[src/rtl/sqvs_pkg.sv]
// Shared types and constants for the rotated sprite quad vertex setup.
// Used by every module of the block; depends on nothing.
package sqvs_pkg;

	localparam int SINE_ENTRIES_DEF = 1024;
	localparam int SCR_W_BITS = 13;
	localparam int TEX_W_BITS = 14;
	localparam int CFG_DATA_BITS = 14;
	localparam int MQ_DEPTH = 4;
	localparam int OUT_DEPTH = 32;
	localparam int DIV_NUM_BITS = 36;
	localparam int DIV_DEN_BITS = 17;
	localparam int DIV_Q_BITS = 16;
	localparam int DIV_STAGES = DIV_Q_BITS;

	localparam logic [63:0] Q30_ONE = 64'd1073741824;
	localparam logic [63:0] HALF_PI_Q30 = 64'd1686629713;

	// numerator offsets that move each quotient into [0, 65535]
	localparam logic [35:0] NX_OFF_MUL = 36'd262152;
	localparam logic [35:0] NY_OFF_MUL = 36'd262136;
	localparam logic [35:0] TEX_OFF_MUL = 36'd65537;

	localparam logic [SCR_W_BITS-1:0] SCR_W_RST = 13'd1920;
	localparam logic [SCR_W_BITS-1:0] SCR_H_RST = 13'd1080;
	localparam logic [TEX_W_BITS-1:0] TEX_W_RST = 14'd8;
	localparam logic [TEX_W_BITS-1:0] TEX_H_RST = 14'd8;

	typedef enum logic [1:0] {
		REG_SCR_W,
		REG_SCR_H,
		REG_TEX_W,
		REG_TEX_H
	} reg_idx_t;

	typedef struct packed {
		logic [SCR_W_BITS-1:0] scr_w;
		logic [SCR_W_BITS-1:0] scr_h;
		logic [TEX_W_BITS-1:0] tex_w;
		logic [TEX_W_BITS-1:0] tex_h;
	} cfg_t;

	typedef struct packed {
		logic signed [17:0] cx;
		logic signed [17:0] cy;
		logic signed [15:0] dw;
		logic signed [15:0] dh;
		logic signed [13:0] sx;
		logic signed [13:0] sy;
		logic signed [13:0] sw;
		logic signed [13:0] sh;
		logic [31:0] color;
		logic sin_neg;
		logic cos_neg;
	} rec_t;

endpackage

[src/rtl/sqvs_front.sv]
// Front end: takes sprite requests, forms rectangle centres and resolves the
// angle into sine/cosine table addresses and signs. Depends on sqvs_pkg.
module sqvs_front import sqvs_pkg::*; #(
	parameter int SINE_TABLE_ENTRIES = SINE_ENTRIES_DEF,
	localparam int IW = $clog2(SINE_TABLE_ENTRIES + 1)
) (
	input  logic clk,
	input  logic arst_n,
	input  logic push,
	output logic full,
	input  logic signed [15:0] dst_x,
	input  logic signed [15:0] dst_y,
	input  logic signed [15:0] dst_w,
	input  logic signed [15:0] dst_h,
	input  logic signed [13:0] src_x,
	input  logic signed [13:0] src_y,
	input  logic signed [13:0] src_w,
	input  logic signed [13:0] src_h,
	input  logic [15:0] angle,
	input  logic [31:0] color_rgba,
	output logic out_valid,
	input  logic out_ready,
	output rec_t out_rec,
	output logic [IW-1:0] out_idx_s,
	output logic [IW-1:0] out_idx_c
);

	localparam int KW = $clog2(SINE_TABLE_ENTRIES);
	localparam int MW = KW + 2;
	localparam logic [MW-1:0] N1 = MW'(SINE_TABLE_ENTRIES);
	localparam logic [MW-1:0] N2 = MW'(2 * SINE_TABLE_ENTRIES);
	localparam logic [MW-1:0] N3 = MW'(3 * SINE_TABLE_ENTRIES);
	localparam logic [IW-1:0] NI = IW'(SINE_TABLE_ENTRIES);

	logic v_s1, v_s2, en1, en2;
	rec_t rec_s1, rec_s2, rec_n;
	logic [KW-1:0] k_s1;
	logic [IW-1:0] idx_s_s2, idx_c_s2;
	logic [KW+16:0] prod;
	logic [MW-1:0] m, r;
	logic [1:0] q;
	logic [IW-1:0] ri, nmr;

	assign en2 = !v_s2 || out_ready;
	assign en1 = !v_s1 || en2;
	assign full = !en1;

	assign prod = (KW + 17)'(angle) * (KW + 17)'(SINE_TABLE_ENTRIES);

	always_comb begin
		m = {k_s1, 2'b00};
		if (m >= N3) begin
			q = 2'd3;
			r = m - N3;
		end else if (m >= N2) begin
			q = 2'd2;
			r = m - N2;
		end else if (m >= N1) begin
			q = 2'd1;
			r = m - N1;
		end else begin
			q = 2'd0;
			r = m;
		end
		ri = IW'(r);
		nmr = NI - ri;
		rec_n = rec_s1;
		rec_n.sin_neg = q[1];
		rec_n.cos_neg = (q == 2'd1) || (q == 2'd2);
	end

	always_ff @(posedge clk or negedge arst_n) begin
		if (!arst_n) begin
			v_s1 <= 1'b0;
			v_s2 <= 1'b0;
		end else begin
			if (en1)
				v_s1 <= push;
			if (en2)
				v_s2 <= v_s1;
		end
	end

	always_ff @(posedge clk) begin
		if (en1 && push) begin
			rec_s1.cx <= (18'(dst_x) <<< 1) + 18'(dst_w);
			rec_s1.cy <= (18'(dst_y) <<< 1) + 18'(dst_h);
			rec_s1.dw <= dst_w;
			rec_s1.dh <= dst_h;
			rec_s1.sx <= src_x;
			rec_s1.sy <= src_y;
			rec_s1.sw <= src_w;
			rec_s1.sh <= src_h;
			rec_s1.color <= color_rgba;
			rec_s1.sin_neg <= 1'b0;
			rec_s1.cos_neg <= 1'b0;
			k_s1 <= prod[KW+15:16];
		end
		if (en2 && v_s1) begin
			rec_s2 <= rec_n;
			idx_s_s2 <= q[0] ? nmr : ri;
			idx_c_s2 <= q[0] ? ri : nmr;
		end
	end

	assign out_valid = v_s2;
	assign out_rec = rec_s2;
	assign out_idx_s = idx_s_s2;
	assign out_idx_c = idx_c_s2;

endmodule

[config.mk]
export PLATFORM = sky130hd
export DESIGN_NAME = sqvs_front
export DESIGN_NICKNAME = d
export VERILOG_FILES = /design/src/rtl/sqvs_pkg.sv /design/src/rtl/sqvs_front.sv
export SDC_FILE = /design/constraint.sdc
export NUM_CORES = 1
export LEC_CHECK = 0
export BUFFER_PORTS_ARGS = -buffer_cell sky130_fd_sc_hd__buf_2
export CORE_MARGIN = 8
export CORE_UTILIZATION = 50
export CTS_BUF_LIST = sky130_fd_sc_hd__clkbuf_4 sky130_fd_sc_hd__clkbuf_8 sky130_fd_sc_hd__clkbuf_16
export DETAILED_ROUTE_END_ITERATION = 8
export GPL_TIMING_DRIVEN = 0
export HOLD_SLACK_MARGIN = 0.03
export PLACE_DENSITY = 0.88
export RECOVER_POWER = 25
export SYNTH_ARGS = -nofsm -noshare
export SYNTH_HDL_FRONTEND = slang
export SYNTH_SLANG_ARGS = --single-unit
[constraint.sdc]
create_clock -name clk -period 6.94 [get_ports clk]
set_clock_uncertainty 0.1 [all_clocks]
set_input_delay 1.041 -clock clk [delete_from_list [all_inputs] [get_ports clk]]
set_output_delay 1.041 -clock clk [all_outputs]
set_load 0.05 [all_outputs]
# After elaboration in Yosys (flattened, before gate mapping)
# Cells that the tools add are included.
[op_classes]
n_mul = 0
mux = 8
div_mod_pow = 0
bitwise = 0
reduce_logical = 8
n_addsub = 6
shift = 0
n_eq_ne = 2
magnitude_cmp = 3
[ops]
columns = ["cell", "n"]
rows = [
  ["11-bit 2-to-1 mux", 5],
  ["17-bit by 16-bit adder with 18-bit output", 2],
  ["12-bit greater-or-equal comparator, second input constant", 2],
  ["11-bit subtractor, second input constant", 2],
  ["12-bit by 11-bit greater-or-equal comparator with 1-bit output, second input constant", 1],
  ["11-bit by 1-bit subtractor with 11-bit output, second input constant", 1],
  ["11-bit subtractor, first input constant", 1],
  ["2-bit 2-to-1 mux", 2],
  ["1-bit logical NOT", 3],
  ["1-bit logical OR", 3],
  ["2-bit by 1-bit == test with 1-bit output, second input constant", 1],
  ["2-bit == test, second input constant", 1],
  ["1-bit logical AND", 2],
  ["1-bit 2-to-1 mux", 1],
]
[totals]
ramBits = 0
in_bits = 172
rom_bits = 0
latchBits = 0
elab_cells = 52
n_memories = 0
register_bits = 348

# Longest topological paths before layout
[logic_depth]
word_depth = 6
mapped_depth = 7
depth_no_buf = 7

# Worst setup path before layout
# Ideal clock, no wire load.
[synth_timing]
path_type = "input to register"
start = "in out_ready"
end = "reg idx_c_s2[10], in the netlist out_idx_c[10] (enable)"
arrival_time_ps = 5119
required_time_ps = 6286
n_path_buf = 0
path_stages = 2
path_slack_ps = 1167
setup_ps = 554
path_cell_list = "nand2b_1 and2_1"
[synth_via]
elab_chain_len = 2
[synth_lines]
columns = ["item", "line_no", "source"]
rows = [
  ["start: declaration", "sqvs_front.sv:22", "input logic out_ready,"],
  ["1-bit logical OR", "sqvs_front.sv:44", "assign en2 = !v_s2 || out_ready;"],
  ["1-bit logical AND", "sqvs_front.sv:99", "if (en2 && v_s1) begin"],
  ["end signal: assignment", "sqvs_front.sv:102", "idx_c_s2 <= q[0] ? ri : nmr;"],
  ["end: declaration", "sqvs_front.sv:38", "logic [IW-1:0] idx_s_s2, idx_c_s2;"],
]
# No other way between the ends.
# A chain may end at the register's enable or synchronous reset.

# Worst setup path in the final report
[layout_timing]
start = "in dst_y[0]"
end = "reg rec_s1, in the netlist rec_n[137], data pin"
[layout_via]
elab_chain_len = 1
[layout_lines]
columns = ["item", "line_no", "source"]
rows = [
  ["start: declaration", "sqvs_front.sv:12", "input logic signed [15:0] dst_y,"],
  ["17-bit by 16-bit adder with 18-bit output", "sqvs_front.sv:87", "rec_s1.cy <= (18'(dst_y) <<< 1) + 18'(dst_h);"],
  ["end: declaration", "sqvs_front.sv:36", "rec_t rec_s1, rec_s2, rec_n;"],
]
# No other way between the ends.

==> out/qor.csv <==
stage;metric;value;unit
outcome;outcome;finished clean;
setup_path;Crit Path Max Fanout;4;
routing;final wirelength;28600;um
floorplan;die span in y;172;um
setup_path;Setup crit start;dst_y[0];
clocking;CTS tree;built;
sta;Tmin final;2.96;ns
yosys;Post-synth EDFFs;337;
clocking;worst-skew pair later-pin latency;0.49;ns
power_and_ir_drop;Lkg Pwr;6.17;nW
clocking;post-CTS setup buffers;0;
place;Post-DP HPWL;21500;um
setup_path;critical-path cell list;buf_2 -> ha_1 -> fa_1 -> a21o_1 -> a311oi_1 -> nor4_1 -> mux2i_1 -> o311ai_0;
floorplan;# IOs;354;
clocking;Max clock buf depth;3;
layout;Final Instance Area;0.0155;mm2
sta;RSZ-0062 raised after global routing;no;
clocking;post-CTS sizing;0;
routing;drt first pass iters;5;
routing;Final ANT Viol Nets;0;
setup_path;biggest cell delay along the critical path;0.53;ns
setup_path;WP data arrival;3.07;ns
place;IO Port Bufs;343;
grt;met3 Resource Use GR;3.90;%
grt;antenna violations before repair;9;
layout;most common cell after layout, fill and taps aside;buf_2;
yosys;asr flop ratio synth;0.590;%
floorplan;FP Rows;57;
yosys;Post-Syn Area per Cell;19.4;um2
sta;Slew Limit Headroom;46.6;%
setup_path;WS Path Type;primary input to flip-flop;
yosys;Syn Inst Count;629;
grt;total gr overflow;0;
yosys;top post-synthesis cells by area;edfxtp_1 (83%), ha_1 (3.4%), xnor2_1 (1.6%);
layout;commonest non-fill, non-tap cells in the layout;buf_2 (345), edfxtp_1 (337), clkbuf_16 (35), ha_1 (33), a21oi_1 (31);
layout;layout cells sized above 1;39.8;%
floorplan;Initial Util;50.6;%
yosys;Synth cell types;57;
layout;Util after Layout;64.3;%
routing;DR iter-0 viols;638;
power_and_ir_drop;Worst VDD drop;224;uV
yosys;cell taking the most area after synthesis;edfxtp_1;
power_and_ir_drop;P_int;3.64;mW
routing;Vias;7090;
power_and_ir_drop;pwr/cell area;317;mW/mm2
grt;GR Util All Layers;18.4;%
sta;hold_ws;0.257;ns
clocking;clock sinks;339;
place;GPL Wtd Cong;0.849;
floorplan;Core Box Area;0.0242;mm2
power_and_ir_drop;Psw;1.29;mW
clocking;Clock Root Buffer;clkbuf_16;
setup_path;Worst path slowest cell;a311oi_1;
grt;met2 layer usage reported by global route;32.5;%
setup_path;startpoint types;primary input;
grt;vias in the first global route;7211;
sta;Final period util;42.6;%
grt;M1 GR Usage;20.9;%
place;placed cells;1303;
yosys;Yosys warning total;0;
yosys;post-synth top area share;82.8;%
place;DP Area;0.0145;mm2
yosys;register bit total from synthesis;339;
routing;Vias/cell;5.17;
yosys;cell area after synthesis;0.0122;mm2
flow_run;max-cap violation count;0;
power_and_ir_drop;part of the power in registers;50.9;%
sta;Final Hold Fails;0;
clocking;H-tree depth;2;
sta;Pins Over Slew Limit;0;
layout;Nets;1223;
power_and_ir_drop;Sw Ratio;26.1;%
setup_path;critical path endpoint category;flip-flop;
grt;GR peak layer;met2;
grt;pin count of the biggest net entering global routing;70;
grt;first-pass GRT wire length;40600;um
setup_path;worst reg2reg startpoint;out_valid;
yosys;Primary FF master, synth;edfxtp_1;
routing;Routed WL per cell;20.8;um
routing;drt drc;0;
sta;Setup TNS;0;ns
power_and_ir_drop;Clk pwr share;34.7;%
worst_hold_path;HP Class;primary input to async pin;
yosys;sequential fraction of the synthesis area;83.2;%
layout;Area Growth Syn to Fin;27.2;%
sta;final setup violating endpoints;0;
setup_path;WP data required;7.05;ns
clocking;Hold-fix buffers, CTS;0;
clocking;Clock transition at path regs;0.06;ns
floorplan;die width;172;um
sta;Slew @ Worst Pin;0.801;ns
layout;final std cells w/o fill;1372;
sta;Fmax;0.338;GHz
floorplan;die area;0.0297;mm2
power_and_ir_drop;combinational share of power;14.4;%
clocking;Num CTS Buffers;35;
==> metrics by stage <==
step,setup slack [ns],total power [mW]
after floorplan,1.17,3.06
after global placement,-0.491,3.25
after detailed placement,3.51,3.26
after CTS,4.03,4.97
after global routing,3.93,5.10
final,3.98,4.93
==> synth_stat cells (5+ instances only) <==
cell and instances:
edfxtp_1 337, a21oi_1 31, clkbuf_1 7, o21ai_0 13
nand3_1 9, o21bai_1 5, nor3_1 7, nand2_1 18
buf_4 7, inv_1 16, a21o_1 16, ha_1 33
xnor2_1 23, nand2b_1 7, xor2_1 11, nor2_1 17
==> critical path: cells and delay by family <==
family	cells	cell delay (ns)
buffers and inverters	1	0.11
AO/OA/AOI/OAI	3	0.91
AND/OR/NAND/NOR	1	0.15
adder cells (fa/ha/maj)	2	0.64
multiplexers	1	0.21
==> sequential cells by signal, indices dropped and copies added (netlist names) <==
register   flops
out_idx_c      8
rec_n        154
v_s1           1
out_idx_s      9
out_valid      1
k_s1          10
out_rec      156
==> path summary, 6_finish.rpt <==
path,cells past startpoint,endpoint,slack (ns)
max in group asynchronous,1,v_s1,6.32
min in group clk,0,out_rec[22],0.31
worst max-delay path,8,rec_n[137],3.98
worst min register to register,0,out_rec[22],0.31
worst max register to register,4,out_rec[135],4.63
worst min-delay path,1,out_valid,0.26
==> final cells by class <==
| class | instances | area (um2) |
|---|---|---|
| clock inverter | 18 | 113 |
| multi-input combinational | 260 | 1920 |
| fill | 1595 | 8630 |
| inverter | 16 | 60.1 |
| timing repair buffer | 347 | 1830 |
| antenna | 7 | 17.5 |
| sequential | 339 | 10200 |
| clock buffer | 44 | 943 |
| tap | 324 | 405 |
| buffer | 17 | 93.8 |
==> kinds of logic (layout without fill, tap and decap cells) <==
kind of cell	after synthesis	count (layout)	share of synthesized area [%]
AOI/OAI and AO/OA	101	101	5.61
other	1	11	0.0307
adders and majority gates	35	35	3.70
DFF	339	339	83.2
and+or+nand+nor	83	83	3.55
buffers and inverters	33	442	1.26
muxes	3	3	0.256
xor gates and xnor gates	34	34	2.43
==> metal layers <==
layer  part of all wire (%)  vias up
met2                     52      336
met3                    7.6       65
met5                  0.077        -
met1                     37     3442
met4                    3.3        4
li1                       -     3243
==> power by group through the flow <==
stage	clock, mW	sequential, mW	combinational (mW)
global route	1.83	2.52	0.751
global placement	0	2.57	0.681
floorplan	0	2.85	0.205
detailed placement	0	2.55	0.713
CTS	1.74	2.51	0.714
finish	1.71	2.51	0.711
(Power assumes the default switching activity.)
